===== config.mk =====
export PLATFORM = sky130hd
export DESIGN_NAME = ddm_div
export DESIGN_NICKNAME = d
export VERILOG_FILES = /design/src/hdl/ddm_div.sv
export SDC_FILE = /design/constraint.sdc
export NUM_CORES = 1
export LEC_CHECK = 0
export ABC_AREA = 1
export BUFFER_PORTS_ARGS = -buffer_cell sky130_fd_sc_hd__buf_2
export CAP_MARGIN = 20
export CORE_ASPECT_RATIO = 0.9
export CORE_MARGIN = 2
export CORE_UTILIZATION = 65
export CTS_CLUSTER_SIZE = 10
export DETAILED_ROUTE_END_ITERATION = 8
export PLACE_DENSITY = 0.82
export SLEW_MARGIN = 20
export SYNTH_ARGS = -nofsm -noshare
export SYNTH_HDL_FRONTEND = slang
export SYNTH_SLANG_ARGS = --single-unit

===== constraint.sdc =====
create_clock -name aclk -period 3 [get_ports aclk]
set_input_delay 0 -clock aclk [delete_from_list [all_inputs] [get_ports aclk]]
set_output_delay 0 -clock aclk [all_outputs]
set_load 0.02 [all_outputs]

===== src/hdl/ddm_div.sv =====
`timescale 1ns / 1ps

module ddm_div #(
    parameter int NW = 16,
    parameter int DW = 9
) (
    input  logic          aclk,
    input  logic          en,
    input  logic [NW-1:0] num,
    input  logic [DW-1:0] den,
    output logic [NW-1:0] quo
);

    logic [DW-1:0] rem_reg [NW];
    logic [NW-1:0] nq_reg  [NW];
    logic [DW-1:0] den_reg [NW];

    for (genvar i = 0; i < NW; i++) begin : g_stage
        logic [DW-1:0] rem_in;
        logic [NW-1:0] nq_in;
        logic [DW-1:0] den_in;
        logic [DW:0]   trial;
        logic [DW:0]   diff;

        if (i == 0) begin : g_first
            assign rem_in = '0;
            assign nq_in  = num;
            assign den_in = den;
        end else begin : g_next
            assign rem_in = rem_reg[i-1];
            assign nq_in  = nq_reg[i-1];
            assign den_in = den_reg[i-1];
        end

        assign trial = {rem_in, nq_in[NW-1]};
        assign diff  = trial - {1'b0, den_in};

        always_ff @(posedge aclk) begin
            if (en) begin
                if (trial >= {1'b0, den_in}) begin
                    rem_reg[i] <= diff[DW-1:0];
                    nq_reg[i]  <= {nq_in[NW-2:0], 1'b1};
                end else begin
                    rem_reg[i] <= trial[DW-1:0];
                    nq_reg[i]  <= {nq_in[NW-2:0], 1'b0};
                end
                den_reg[i] <= den_in;
            end
        end
    end

    assign quo = nq_reg[NW-1];

endmodule


==> results of run 1 <==
## metrics by stage
step                area (µm²)  setup slack (ns)
floorplan                25700              1.12
global placement         26400             0.716
detailed placement       26400             0.641
CTS                      28300             0.618
global route             28300             0.384
finish                   28300             0.556
## cell usage in the layout, fill, tap and decap left out, types with 9 or more instances in the layout
cell type	Yosys	routed
nand2_1	816	816
edfxtp_1	525	525
inv_1	480	480
nand3_1	228	228
ha_1	137	137
nor2_1	85	85
clkbuf_16	0	61
a21oi_1	48	48
buf_2	11	41
xor2_1	31	31
nand4_1	29	29
dlygate4sd3_1	0	26
nor3_1	17	17
clkbuf_1	10	17
xnor2_1	14	14
fa_1	14	14
nor3_2	10	10
nand2_4	10	10
nor2b_1	9	9
## worst max-delay path, delay by kind of cell (launching register included)
family | cells | cell delay (ns)
DFF | 1 | 0.41
adders and majority gates | 1 | 0.32
buffers and inverters | 1 | 0.09
and+or+nand+nor | 7 | 1.40
## layer usage
| metal | vias to the layer above | global-route usage [%] |
|---|---|---|
| met3 | 92 | 3.79 |
| met4 | 2 | 8.07 |
| li1 | 8337 | - |
| met1 | 7928 | 35.4 |
| met2 | 541 | 40.6 |
| met5 | - | 0 |
## area by class of cell
| class | count | area share [%] |
|---|---|---|
| clock buffer | 78 | 5.62 |
| clock inverter | 3 | 0.0487 |
| inverter | 481 | 6.40 |
| multi-input combinational | 1468 | 27.7 |
| sequential | 526 | 55.8 |
| tap | 532 | 2.35 |
| timing repair buffer | 76 | 2.00 |
## path summary, 6_finish.rpt
| kind | endpoint | from | slack [ns] |
|---|---|---|---|
| setup / recovery | rem_reg[0][25] | den_reg[0][11] | 0.56 |
| hold / removal | nq_reg[0][1] | num[0] | 0.12 |
| setup reg to reg | rem_reg[0][25] | den_reg[0][11] | 0.56 |
| hold reg to reg | nq_reg[1][65] | nq_reg[1][48] | 0.41 |
## power by group through the flow
stage               combinational [mW]  sequential (mW)  clock, mW
floorplan                         5.19             10.1          0
global placement                  6.39             10.3          0
detailed placement                6.64             10.4          0
CTS                               6.73             10.2       6.35
global route                      7.82             10.4       6.62
finish                            6.80             10.3       6.22
## kinds of logic (layout without fill, tap and decap cells)
logic type                 after synthesis  after routing  synth area share (%)
adders and majority gates              151            151                  7.76
AOI/OAI and AO/OA                       58             58                  1.25
buffers and inverters                  519            638                  8.01
DFF                                    526            526                  61.5
and+or+nand+nor                       1214           1214                  20.0
xor gates and xnor gates                45             45                  1.53
==> flow_summary.ini, run 1 <==
[logic_synthesis]
synth_top_cell_area_share_pct = 61.4
synth_ff_type = edfxtp_1
synth_edf_count = 525
synthTopCellsByArea = edfxtp_1 (61%), nand2_1 (12%), inv_1 (7.0%)
syn_area_um2 = 25700
yosys.cell_types.count = 32
ys_ff_latch = 526
postSynth.asyncResetShare_pct = 0
synth.most_common_cell = nand2_1
yosys.area.top_type = edfxtp_1
syn_area_per_cell_um2 = 10.2
yosysWarnings = 0
syn_nets = 2691
synth_commonest_cells = nand2_1 (816), edfxtp_1 (525), inv_1 (480)
yosysSeqAreaShare_pct = 61.5
synthCells = 2513

[timing]
relSlewSlack_pct = 36.3
slew_violations = 0
finalHoldViolations = 0
skew_ns = 0.0205
tightest_slew_ns = 0.955
fmax_ghz = 0.409
min_period_ns = 2.44
rsz0062_at_grt = no
whs_ns = 0.118
fin_crit_sh_pct = 81.5
setup_violations = 0
setup_tns_ns = 0

[grt]
grt.overflow.total = 0
grt_use_total_pct = 25.1
grt_first_pass_wirelength_um = 80700
grt_max_degree = 170
grt_pass1_vias = 16163
antenna_found_initial = 1

[drt]
top_layer = met5
route.met2.wl_um = 23300
drtIter0Drc = 1518
drt.antenna.violating_nets = 0
avgRoutedWirePerCell_um = 15.7
routed-wl-met3_um = 3130
drcViolationCount = 0
drt-total-wl_um = 49700
dr.pass1.iters = 6
routed_via_density = 5.34
wl_met1_um = 22100
vias = 16900

[pwr]
power_frac_clock_pct = 26.7
finalPower_mw = 23.3
switchingPower_mw = 7.66
leakage_nw = 13.2
p_int_mw = 15.6
swShare_pct = 32.9
power.density_nw_per_um2 = 823
comb_power_share_pct = 29.2
ir_drop_mv = 0.473
seq_power_share_pct = 44.1

[clocking]
clk_path_buf_depth = 3
hold_buffers = 26
cts-resized-gates = 0
clock_latency_ns = 0.60
h-tree-depth = 2
cts-root-buf = clkbuf_16
cts_tree = done
post_cts.repair.setup_buffers = 0
cts_buffers = 59
cts.sinks = 526
clk_pin_slew_ns = 0.05

[worst_setup_path]
max_stage_delay_ns = 0.73
path_common_cell = nand2_1
cp.arrival_ns = 2.80
path_class = reg2reg
r2r_cells = 9
crit_path_start_kind = flip-flop
crit_path_end_kind = flip-flop
crit_fanout = 10
critPathSlowestCell = nor2b_1
path_cells = inv_1 -> ha_1 -> nand2_1 -> nor2_1 -> nand3_1 -> nor2b_1 -> nand2_4 -> nand2_1 -> nand2_1
cp.required_ns = 3.35

[floorplanning]
die_area_um2 = 41100
coreArea_um2 = 39200
fp.dieW_um = 214
die_h_um = 193
rows = 69
ioPinCount = 43
initial_utilization_pct = 65.5

[final_layout]
area_growth_syn_to_layout_pct = 10.1
largest_reg_flops = 256
instances_no_fill = 3164
multi_input_area_um2 = 7840
antennaDiodeCount = 0
utilization_pct = 72.1
ff_latch_area_um2 = 15800
drive_above_1_share_pct = 5.55
fin_nets = 2790
fillCellCount = 2731

[hold_path]
min_path_type = in2reg
holdPathStages = 2

[status]
status = finished, final reports clean

[run]
drv_cap = 0

[placement]
dp.cells = 3057
dpl.hpwl_um = 34800
finalWeightedCongestion = 0.899
port_buffers = 42
(Power assumes the default switching activity.)
==> run 2, diff against run 1 <==
ABC_AREA = 0   (was 1)
CORE_UTILIZATION = 63   (was 65)
PLACE_DENSITY = 0.8   (was 0.82)
clock period = 2.44 ns   (was 3 ns; I/O delays follow)
==> run 2 against run 1 <==
Compared with the run above:
- the run now ends with negative setup slack left
- register-to-register slack got worse by 0.64 ns
- via count shrank 18%
- hold slack worse by 0.094 ns
- area after synthesis down 7.0%
- routed wire length fell by 9.6%
- sequential power increased by 23%
- largest cell class unchanged
==> flow_summary.ini, run 2 <==
[final_layout]
antennaDiodeCount = 0
largest_reg_flops = 256
fillCellCount = 2108
drive_above_1_share_pct = 21.7
final_cell_mix = edfxtp_1 (525), inv_1 (176), ha_1 (115)
final_common_cell = edfxtp_1
multi_input_area_um2 = 7920
area_growth_syn_to_layout_pct = 17.8
ff_latch_area_um2 = 15800
fin_nets = 2059

[clocking]
cts_buffers = 59
cts-root-buf = clkbuf_16
clock_latency_ns = 0.60
h-tree-depth = 2
cts.sinks = 526
cts_tree = done
clk_path_buf_depth = 3
clk_pin_slew_ns = 0.06

[worst_setup_path]
path_cells = ha_1 -> nand4_1 -> nor3_1 -> or4_4 -> a21oi_4 -> buf_6 -> mux2_4
critPathSlowestCell = or4_4
max_stage_delay_ns = 0.46
worstSetupStartpoint = rem_reg[0][68]
crit_fanout = 5
r2r_slack_ns = -0.09
r2r_end = rem_reg[1][1]
r2r_cells = 7
cp.arrival_ns = 2.88
cp.required_ns = 2.79
crit_path_start_kind = flip-flop
crit_path_end_kind = flip-flop
r2r_start = rem_reg[0][68]
path_class = reg2reg

[floorplanning]
coreArea_um2 = 37300
ioPinCount = 43
rows = 67
die_h_um = 189
die_area_um2 = 39500
fp.dieW_um = 209
initial_utilization_pct = 64.0

[timing]
setup_violations = 21
rsz0062_at_grt = yes
finalHoldViolations = 0
fin_ws_ns = -0.0887
skew_ns = 0.0259
fmax_ghz = 0.395
tightest_slew_ns = 0.936
setup_tns_ns = -1.04
min_period_ns = 2.53
fin_crit_sh_pct = 104
relSlewSlack_pct = 37.6
slew_violations = 0

[pwr]
finalPower_mw = 29.8
leakage_nw = 11.0
power.density_nw_per_um2 = 1060
ir_drop_mv = 0.725

[status]
failed_checks = negative setup slack
status = finished with violations

[drt]
drt.antenna.violating_nets = 0
drtIter0Drc = 1063
dr.pass1.iters = 5
routed_via_density = 5.82
drt-total-wl_um = 45000
avgRoutedWirePerCell_um = 18.8
vias = 13896
drcViolationCount = 0

[logic_synthesis]
synth_edf_count = 525
ys_ff_latch = 526
syn_nets = 1838
yosys.area.top_type = edfxtp_1
synth_commonest_cells = edfxtp_1 (525), inv_1 (185), ha_1 (137)
yosysWarnings = 0
syn_area_per_cell_um2 = 14.4
synth_ff_type = edfxtp_1
synth.most_common_cell = edfxtp_1
yosysSeqAreaShare_pct = 66.1
syn_area_um2 = 23900
postSynth.asyncResetShare_pct = 0
synth_top_cell_area_share_pct = 66.0
yosys.cell_types.count = 67
synthTopCellsByArea = edfxtp_1 (66%), ha_1 (7.2%), mux2_2 (3.3%)
synthCells = 1660

[hold_path]
min-delay-start = en
holdPathStages = 2
min_path_type = in2reg
hold-path-endpoint = den_reg[0][32]

[grt]
grt_first_pass_wirelength_um = 69700
grt_pass1_vias = 13866
grt.overflow.total = 0
grt_use_total_pct = 22.0
grt_max_degree = 170
antenna_found_initial = 0

[placement]
port_buffers = 42
dpl.hpwl_um = 27400
finalWeightedCongestion = 0.913

[run]
drv_cap = 0
run 2: report_power, final:
part	switching, mW	internal (mW)	total, mW
logic	4.53	4.85	9.38
clock network	3.27	4.49	7.76
registers	0.808	11.9	12.7
total	8.61	21.2	29.8
run 2: worst max-delay path by stage:
stage | slack [ns] | endpoint | depth (start not counted)
6_report | -0.09 | rem_reg[1][1] | 7
5_1_grt | -0.13 | rem_reg[1][7] | 7
4_1_cts | 0.001 | rem_reg[0][68] | 10
3_5_place_dp | -0.18 | rem_reg[0][43] | 8
3_3_place_gp | -0.06 | rem_reg[1][58] | 10
2_1_floorplan | 0.01 | rem_reg[0][20] | 8
run 2: critical path: cells and delay by family (launching register included):
family / cells / cell delay (ns)
and+or+nand+nor: 3 / 0.72
DFF: 1 / 0.43
adders and majority gates: 1 / 0.40
muxes: 1 / 0.29
AOI/OAI and AO/OA: 1 / 0.27
buffers and inverters: 1 / 0.18
run 2: layout make-up:
cell class | count | share of cell area [%]
sequential | 526 | 56.1
timing repair buffer | 188 | 5.32
multi-input combinational | 921 | 28.1
tap | 483 | 2.15
inverter | 185 | 2.47
clock inverter | 5 | 0.320
clock buffer | 81 | 5.54
run 2: timing repair:
item,4_1_cts,5_1_grt
endpoints found under the setup margin,85,112
hold buffers,25,0
pin swaps,22,54
setup buffers,25,33
endpoints found under the hold margin,33,0
gates resized for setup,51,125
run 2: through the flow:
step | hold slack (ns) | std cells | cell area (µm²) | worst slack, ns | utilization, %
finish | 0.0245 | 2389 | 28100 | -0.0887 | 75.5
CTS | 0.0302 | 2358 | 27400 | 0.00117 | 73.5
detailed placement | 0.178 | 2222 | 25100 | -0.178 | 67.4
global route | 0.0514 | 2389 | 28100 | -0.134 | 75.5
floorplan | 0.0989 | 1660 | 23900 | 0.00973 | -
global placement | 0.177 | 2222 | 25100 | -0.0634 | 67.4
run 2: kinds of logic after synthesis:
| family | synth area share [%] |
|---|---|
| buf+inv | 3.40 |
| fa+ha+maj | 8.35 |
| mux | 4.56 |
| xor+xnor | 2.38 |
| simple gates | 6.74 |
| flops | 66.1 |
| compound gates | 8.48 |
run 2: metal layers:
metal	up-vias	part of all wire, %	wire (µm)	global-route usage, %
met4	0	2.8	1240	7.03
met1	6807	43	19300	29.7
li1	6596	-	-	-
met2	390	50	22300	37.1
met5	-	0	0	0
met3	103	4.5	2050	3.48
