===== src/hdl/ddm_pkg.sv =====
`timescale 1ns / 1ps

package ddm_pkg;

    localparam int CFG_IDX_W = 3;
    localparam int SPEED_W   = 18;

    localparam logic [CFG_IDX_W-1:0] CFG_STICK_MIN    = 3'd0;
    localparam logic [CFG_IDX_W-1:0] CFG_STICK_MAX    = 3'd1;
    localparam logic [CFG_IDX_W-1:0] CFG_STICK_CENTER = 3'd2;
    localparam logic [CFG_IDX_W-1:0] CFG_STICK_DZ     = 3'd3;
    localparam logic [CFG_IDX_W-1:0] CFG_SERVO_MIN    = 3'd4;
    localparam logic [CFG_IDX_W-1:0] CFG_SERVO_MAX    = 3'd5;
    localparam logic [CFG_IDX_W-1:0] CFG_SERVO_CENTER = 3'd6;

    localparam logic [7:0]  SERVO_LIMIT = 8'd180;
    localparam logic [24:0] SRV_DIV     = 25'd200;
    localparam logic [24:0] SRV_RECIP   = 25'd21474836;

    typedef struct packed {
        logic [7:0] throttle;
        logic [7:0] steering;
    } in_item_t;

    typedef struct packed {
        logic [7:0] left_servo;
        logic [7:0] right_servo;
    } out_item_t;

    typedef enum logic [2:0] {
        RG_IN,
        RG_TL,
        RG_TR,
        RG_BL,
        RG_BR
    } region_t;

endpackage


===== src/hdl/ddm_servo.sv =====
`timescale 1ns / 1ps

module ddm_servo (
    input  logic                               aclk,
    input  logic                               en,
    input  logic signed [ddm_pkg::SPEED_W-1:0] speed,
    input  logic                               rest,
    input  logic [7:0]                         servo_min,
    input  logic [7:0]                         servo_max,
    input  logic [7:0]                         servo_center,
    output logic [7:0]                         servo
);

    logic signed [18:0] sp;
    logic signed [8:0]  df;
    logic signed [27:0] prod1;
    logic [23:0]        mag1_next;
    logic [23:0]        mag1_reg;
    logic               neg1_reg;
    logic               rest1_reg;

    logic [48:0]        prod2;
    logic [16:0]        q0_reg;
    logic [23:0]        mag2_reg;
    logic               neg2_reg;
    logic               rest2_reg;

    logic [24:0]        rem3;
    logic [17:0]        q3;
    logic signed [19:0] qs3;
    logic signed [19:0] v3;
    logic [7:0]         servo_next;
    logic [7:0]         servo_reg;

    always_comb begin
        sp        = 19'(speed) + 19'sd100;
        df        = signed'({1'b0, servo_min}) - signed'({1'b0, servo_max});
        prod1     = 28'(sp) * 28'(df);
        mag1_next = prod1[27] ? 24'(-prod1) : prod1[23:0];
    end

    always_ff @(posedge aclk) begin
        if (en) begin
            mag1_reg  <= mag1_next;
            neg1_reg  <= prod1[27];
            rest1_reg <= rest;
        end
    end

    assign prod2 = 49'(mag1_reg) * 49'(ddm_pkg::SRV_RECIP);

    always_ff @(posedge aclk) begin
        if (en) begin
            q0_reg    <= prod2[48:32];
            mag2_reg  <= mag1_reg;
            neg2_reg  <= neg1_reg;
            rest2_reg <= rest1_reg;
        end
    end

    always_comb begin
        rem3 = 25'(mag2_reg) - 25'(q0_reg) * ddm_pkg::SRV_DIV;
        q3   = (rem3 >= ddm_pkg::SRV_DIV) ? 18'(q0_reg) + 18'd1 : 18'(q0_reg);
        qs3  = signed'({2'b00, q3});
        v3   = (neg2_reg ? -qs3 : qs3) + signed'({12'd0, servo_max});
        if (rest2_reg) begin
            servo_next = (servo_center > ddm_pkg::SERVO_LIMIT) ? ddm_pkg::SERVO_LIMIT
                                                               : servo_center;
        end else if (v3 < 0) begin
            servo_next = 8'd0;
        end else if (v3 > 20'sd180) begin
            servo_next = ddm_pkg::SERVO_LIMIT;
        end else begin
            servo_next = v3[7:0];
        end
    end

    always_ff @(posedge aclk) begin
        if (en) begin
            servo_reg <= servo_next;
        end
    end

    assign servo = servo_reg;

endmodule

===== config.mk =====
export PLATFORM = sky130hd
export DESIGN_NAME = ddm_servo
export DESIGN_NICKNAME = d
export VERILOG_FILES = /design/src/hdl/ddm_pkg.sv /design/src/hdl/ddm_servo.sv
export SDC_FILE = /design/constraint.sdc
export NUM_CORES = 1
export LEC_CHECK = 0
export BUFFER_PORTS_ARGS = -buffer_cell sky130_fd_sc_hd__buf_2
export CELL_PAD_IN_SITES_DETAIL_PLACEMENT = 1
export CELL_PAD_IN_SITES_GLOBAL_PLACEMENT = 2
export CORE_ASPECT_RATIO = 1.2
export CORE_MARGIN = 1.5
export CORE_UTILIZATION = 44
export DETAILED_ROUTE_END_ITERATION = 10
export GPL_TIMING_DRIVEN = 0
export PLACE_DENSITY_LB_ADDON = 0.1
export RECOVER_POWER = 100
export SLEW_MARGIN = 20
export SYNTH_ARGS = -nofsm -noshare
export SYNTH_HDL_FRONTEND = slang
export SYNTH_SLANG_ARGS = --single-unit
export TNS_END_PERCENT = 10

===== constraint.sdc =====
create_clock -name aclk -period 12.7 [get_ports aclk]
set_input_delay 0.635 -clock aclk [delete_from_list [all_inputs] [get_ports aclk]]
set_output_delay 0.635 -clock aclk [all_outputs]
set_load 0.02 [all_outputs]

==> summary.md, run 1 <==
| Metric | Value |
|---|---|
| Status | finished, violations left |
| Failing checks | capacitance limit, slew limit |
| First-pass GRT wire length | 101000 µm |
| Die Height | 251 µm |
| Root Driver | clkbuf_16 |
| Compound-Gate Fraction of Synth Area | 0.103 |
| Post-detail-place hpwl | 51900 µm |
| Crit. End Element | flop |
| Ys flop type | edfxtp_1 |
| Final hold viol count | 0 |
| Core Footprint | 50400 µm² |
| Fin. max-slew vios | 56 |
| Die area | 52600 µm² |
| Post-synthesis mux area share | 0.00361 |
| Post-synth EDFFs | 74 |
| Global Route Usage Sum | 0.244 |
| Mapped Avg Cell Area | 9.79 µm² |
| Setup TNS Final | 0 ps |
| Syn Inst Count | 2301 |
| Main combinational cell family by area after synthesis | adder cells |
| Layout Skew | 7.56 ps |
| Gpl congestion | 0.864 |
| Clk sink count | 74 |
| Most frequent CP cell | a21oi_1 |
| Initial Utilization | 0.447 |
| RSZ-0062 raised after global routing | no |
| Layout cells sized above 1 | 0.0476 |
| Reg area | 2220 µm² |
| WP data arrival | 11460 ps |
| Antenna violations before repair | 0 |
| DR WL/cell | 20.1 µm |
| Hold-fix buffers, CTS | 0 |
| Die width | 210 µm |
| Syn_nets | 3119 |
| Io pins | 53 |
| Number of port buffers | 51 |
| Slew HR | -1.10 |
| Largest net degree at the start of global routing | 56 |
| Least-Margin Pin Slew | 3150 ps |
| Post-route insts no fill | 3017 |
| Cells after DPL | 2997 |
| DR vias/cell | 5.44 |
| Syn. warnings | 0 |
| Area growth syn-to-layout | 6.36% |
| Req. time, crit path | 12810 ps |
| Final period util | 0.894 |
| Post-synthesis sequential area ratio | 0.0986 |
| Clk slew on worst S/H paths | 70 ps |
| Fin nets | 3186 |
| Simple logic cell fraction of the synthesized area | 0.110 |
| Pre-CTS WS | 575 ps |
| F_max | 88.1 MHz |
| Routed Wire Length | 60500 µm |
| Clock Path Buffers | 2 |
| Final setup fails | 0 |
| Diode count | 0 |
| Tmin final | 11350 ps |
| Min-Delay Path Class | reg2reg |
| Hold path depth | 0 |
| Post-route DRC | 0 |
| Initial DRC Count | 514 |
| Setup WS post-layout | 1350 ps |
| #FFs+latches synth | 74 |
| Synth Area in Adders | 0.547 |
| XOR/XNOR share of the synthesized area | 0.0608 |
| Reg2reg path depth | 49 |
| CTS tree | built |
| H-tree depth reported by CTS | 3 |
| Critical path class | reg2reg |
| Async SR Flop Fraction | 0 |
| Routed Antenna Nets | 0 |
| CP Launch Type | flop |
| Number of flip-flops in the largest register | 24 |
| Clk_lat worst skew | 350 ps |
| Vias | 16399 |
| Crit path max fanout | 10 |
| Fillcell total | 5754 |
| Max stage delay cell, worst path | edfxtp_1 |
| CTS buffer count | 9 |
| Total grt overflow | 0 |
| Row count | 90 |
| Number of library cell types mapped by synthesis | 90 |
| Mapped Area | 22500 µm² |
| Area occupied by multi-input gates | 18600 µm² |
| Vias in the first global route | 18807 |
| Largest stage delay, worst path | 510 ps |
| Max-Cap Viols | 1 |
| Iteration count of the initial detailed-routing pass | 5 |
==> area by class of cell <==
class	instances	area share
multi-input combinational	1765	0.776
sequential	74	0.0927
inverter	425	0.0666
tap	644	0.0336
timing repair buffer	56	0.0116
clock buffer	9	0.00940
buffer	37	0.00632
clock inverter	7	0.00423
==> metrics by stage <==
stage          hold WS, ps   util  cell area, µm²
3_5_place_dp           420  0.469           23700
2_1_floorplan          400      -           22500
6_report               431  0.475           24000
5_1_grt                436  0.475           24000
3_3_place_gp           404  0.468           23600
4_1_cts                436  0.475           24000
==> placed cells by master (no fill, tap or decap), types with 5 or more instances in the layout <==
cell,n
o21ai_1,13
fa_1,352
a211oi_1,12
o31ai_1,11
mux2i_1,7
nor2b_1,24
nand2b_1,34
nor3b_1,8
nand4_1,17
a21oi_1,65
nor4_1,8
clkbuf_1,36
o21a_1,11
o21ai_0,46
ha_1,421
nor3_1,28
or3_1,14
buf_4,5
o211ai_1,6
xor2_1,45
nand2_1,156
and3_1,15
edfxtp_1,74
and2_1,14
clkbuf_16,9
or2_2,6
buf_2,47
a31oi_1,23
a21o_1,37
inv_1,425
nand3b_1,6
nand3_1,34
nor2_1,128
xnor2_1,101
xnor2_2,7
a31o_2,5
a21boi_0,5
o21bai_1,10
==> logic make-up after synthesis <==
kind of cell             Yosys count
AND/OR/NAND/NOR                  510
multiplexers                       8
AO/OA/AOI/OAI                    321
flip-flops                        74
buffers and inverters            462
adder cells (fa/ha/maj)          773
XOR/XNOR                         153
==> critical path: cells and delay by family, from the launching register on <==
| kind | cells | cell delay (ps) |
|---|---|---|
| AOI/OAI and AO/OA | 23 | 4240 |
| and+or+nand+nor | 13 | 2520 |
| buffers and inverters | 2 | 560 |
| muxes | 1 | 280 |
| adders and majority gates | 7 | 2380 |
| DFF | 1 | 510 |
| xor gates and xnor gates | 3 | 570 |
==> routing by layer <==
layer	part of all wire	GRT usage	routed length, µm
met5	0	0	0
met4	0.023	0.0627	1420
met3	0.017	0.0165	1030
met2	0.53	0.454	32100
met1	0.43	0.306	26000
==> cell usage after synthesis (17+ instances only) <==
master	count	area, µm²
inv_1	425	1600
ha_1	421	5270
fa_1	352	7050
nand2_1	156	586
nor2_1	128	480
xnor2_1	104	911
edfxtp_1	74	2220
a21oi_1	65	325
o21ai_0	47	235
xor2_1	45	394
a21o_1	37	278
nand2b_1	34	213
nand3_1	34	170
nor3_1	28	140
clkbuf_1	26	97.6
nor2b_1	24	150
a31oi_1	23	144
nand4_1	17	106
==> path summary, 6_finish.rpt <==
check | start | to | slack (ps)
max | q0_reg[1] | servo[5] | 1350
min | rest1_reg | rest2_reg | 430
max reg2reg | q0_reg[1] | servo[5] | 1350
min reg2reg | rest1_reg | rest2_reg | 430
==> timing repair <==
| item | in CTS | in global routing |
|---|---|---|
| resized for setup | 0 | 4 |
| setup endpoints to repair | 0 | 8 |
| buffers inserted | 0 | 4 |
Power of run 1 is left out: the tool's default activity adds up to more than one toggle a clock period on the data nets, which glitch-free logic cannot reach.
==> run 2: changes to the inputs <==
--- a/config.mk
+++ b/config.mk
@@ -7,10 +7,10 @@
 export LEC_CHECK = 0
 export BUFFER_PORTS_ARGS = -buffer_cell sky130_fd_sc_hd__buf_2
 export CELL_PAD_IN_SITES_DETAIL_PLACEMENT = 1
-export CELL_PAD_IN_SITES_GLOBAL_PLACEMENT = 2
+export CELL_PAD_IN_SITES_GLOBAL_PLACEMENT = 1
 export CORE_ASPECT_RATIO = 1.2
 export CORE_MARGIN = 1.5
-export CORE_UTILIZATION = 44
+export CORE_UTILIZATION = 53
 export DETAILED_ROUTE_END_ITERATION = 10
 export GPL_TIMING_DRIVEN = 0
 export PLACE_DENSITY_LB_ADDON = 0.1
==> run 2 against run 1 <==
Effect of this change:
- the run still ends with capacitance limit, slew limit left
- critical endpoint is now servo[2]
- critical path depth rose by 3
- final cell count down 3.3%
- clock skew up 1.5 ps
==> summary.md, run 2 (same netlist as run 1, synthesis figures left out) <==
| Metric | Value |
|---|---|
| Initial Utilization | 0.538 (+0.0916) |
| Vias in the first global route | 19521 (+3.8%) |
| Critical path class | reg2reg |
| Total grt overflow | 0 (unchanged) |
| CTS buffer count | 9 (unchanged) |
| H-tree depth reported by CTS | 3 (unchanged) |
| Failing checks | capacitance limit, slew limit |
| Io pins | 53 (unchanged) |
| Clk_lat worst skew | 360 ps (about the same) |
| Diode count | 0 (unchanged) |
| Vias | 16834 (+2.7%) |
| Tmin final | 11710 ps (+359 ps) |
| F_max | 85.4 MHz (-3.1%) |
| Die area | 43800 µm² (-17%) |
| Row count | 82 (-8.9%) |
| Min-Delay Path Class | reg2reg |
| Global Route Usage Sum | 0.297 (+0.0535) |
| Clk slew on worst S/H paths | 60 ps (about the same) |
| Routed Antenna Nets | 0 (unchanged) |
| Final hold viol count | 0 (unchanged) |
| Commonest non-fill, non-tap cells in the layout | 425 x inv_1, 421 x ha_1, 352 x fa_1 |
| Req. time, crit path | 12780 ps (-30 ps) |
| First-pass GRT wire length | 102000 µm (+0.89%) |
| Antenna violations before repair | 2 (+2) |
| Gpl congestion | 0.907 (+5.0%) |
| Layout cells sized above 1 | 0.0472 (-0.000402) |
| Status | finished, violations left |
| Least-Margin Pin Slew | 2500 ps (-649 ps) |
| Post-route insts no fill | 2918 (-3.3%) |
| Most frequent CP cell | a21oi_1 |
| Largest net degree at the start of global routing | 44 (-21%) |
| Post-route DRC | 0 (unchanged) |
| Max stage delay cell, worst path | edfxtp_1 |
| Layout Skew | 9.03 ps (+1.47 ps) |
| Final period util | 0.922 (+0.0283) |
| Die width | 191 µm (-8.8%) |
| Final Util | 0.569 (+0.0942) |
| Number of port buffers | 51 (unchanged) |
| Largest stage delay, worst path | 560 ps (+50 ps) |
| Crit path max fanout | 10 (unchanged) |
| Area growth syn-to-layout | 5.75% |
| Die Height | 229 µm (-8.8%) |
| Number of flip-flops in the largest register | 24 (unchanged) |
| Core Footprint | 41900 µm² (-17%) |
| Slew HR | -0.667 (+0.433) |
| Iteration count of the initial detailed-routing pass | 4 (-1) |
| CTS tree | built |
| Root Driver | clkbuf_16 |
| WHS | 421 ps (-9.64 ps) |
| DR WL/cell | 21.2 µm (+5.6%) |
| Fin nets | 3185 (-0.031%) |
| Fillcell total | 4760 (-17%) |
| Crit. End Element | flop |
| Fin. max-slew vios | 77 (+38%) |
| Commonest non-fill, non-tap cell in the layout | inv_1 |
| Initial DRC Count | 738 (+44%) |
| Cells after DPL | 2899 (-3.3%) |
| CP Launch Type | flop |
| Post-detail-place hpwl | 52700 µm (+1.6%) |
| Max-Cap Viols | 2 (+1) |
| WP data arrival | 11780 ps (+320 ps) |
| Clk sink count | 74 (unchanged) |
| Routed Wire Length | 61800 µm (+2.1%) |
| Final setup fails | 0 (unchanged) |
| DR vias/cell | 5.77 (+6.1%) |
| Clock Path Buffers | 2 (unchanged) |
run 2: stage by stage:
| stage | setup WS [ps] | cell area, µm² | TNS, ps |
|---|---|---|---|
| floorplan | 2900 | 22500 | 0 |
| global placement | 935 | 23500 | 0 |
| detailed placement | 830 | 23500 | 0 |
| CTS | 637 | 23800 | 0 |
| global route | -5.04 | 23800 | -8.51 |
| finish | 993 | 23800 | 0 |
run 2: worst paths after layout:
kind	start	end	slack, ps	cells past startpoint
worst max-delay path	q0_reg[1]	servo[2]	990	52
worst min-delay path	rest1_reg	rest2_reg	420	0
worst max register to register	q0_reg[1]	servo[2]	990	52
worst min register to register	rest1_reg	rest2_reg	420	0
run 2: repair_timing:
item | CTS | global route
endpoints found under the hold margin | 0 | 0
resized for setup | 0 | 3
endpoints found under the setup margin | 0 | 8
setup buffers | 0 | 3
hold buffers | 0 | 0
run 2: layer usage:
layer | vias up | track usage | routed length [µm]
met3 | 109 | 0.0193 | 1260
met4 | 0 | 0.0974 | 1960
met1 | 8689 | 0.357 | 24900
li1 | 7801 | - | -
met5 | - | 0 | 0
met2 | 235 | 0.558 | 33700
run 2: area by class of cell:
cell class                 instances  area, µm²  share of cell area
multi-input combinational       1765      18600               0.780
sequential                        74       2220              0.0933
inverter                         425       1600              0.0669
tap                              546        683              0.0287
timing repair buffer              55        270              0.0113
clock buffer                       9        225             0.00945
buffer                            37        151             0.00635
clock inverter                     7        101             0.00425
run 2: worst max-delay path, delay by kind of cell, from the launching register on:
kind	cells	cell delay, ps
AOI/OAI and AO/OA	22	4260
and+or+nand+nor	16	2940
adders and majority gates	7	2520
buffers and inverters	5	780
DFF	1	560
xor gates and xnor gates	2	370
Power of run 2 is left out for the same reason.
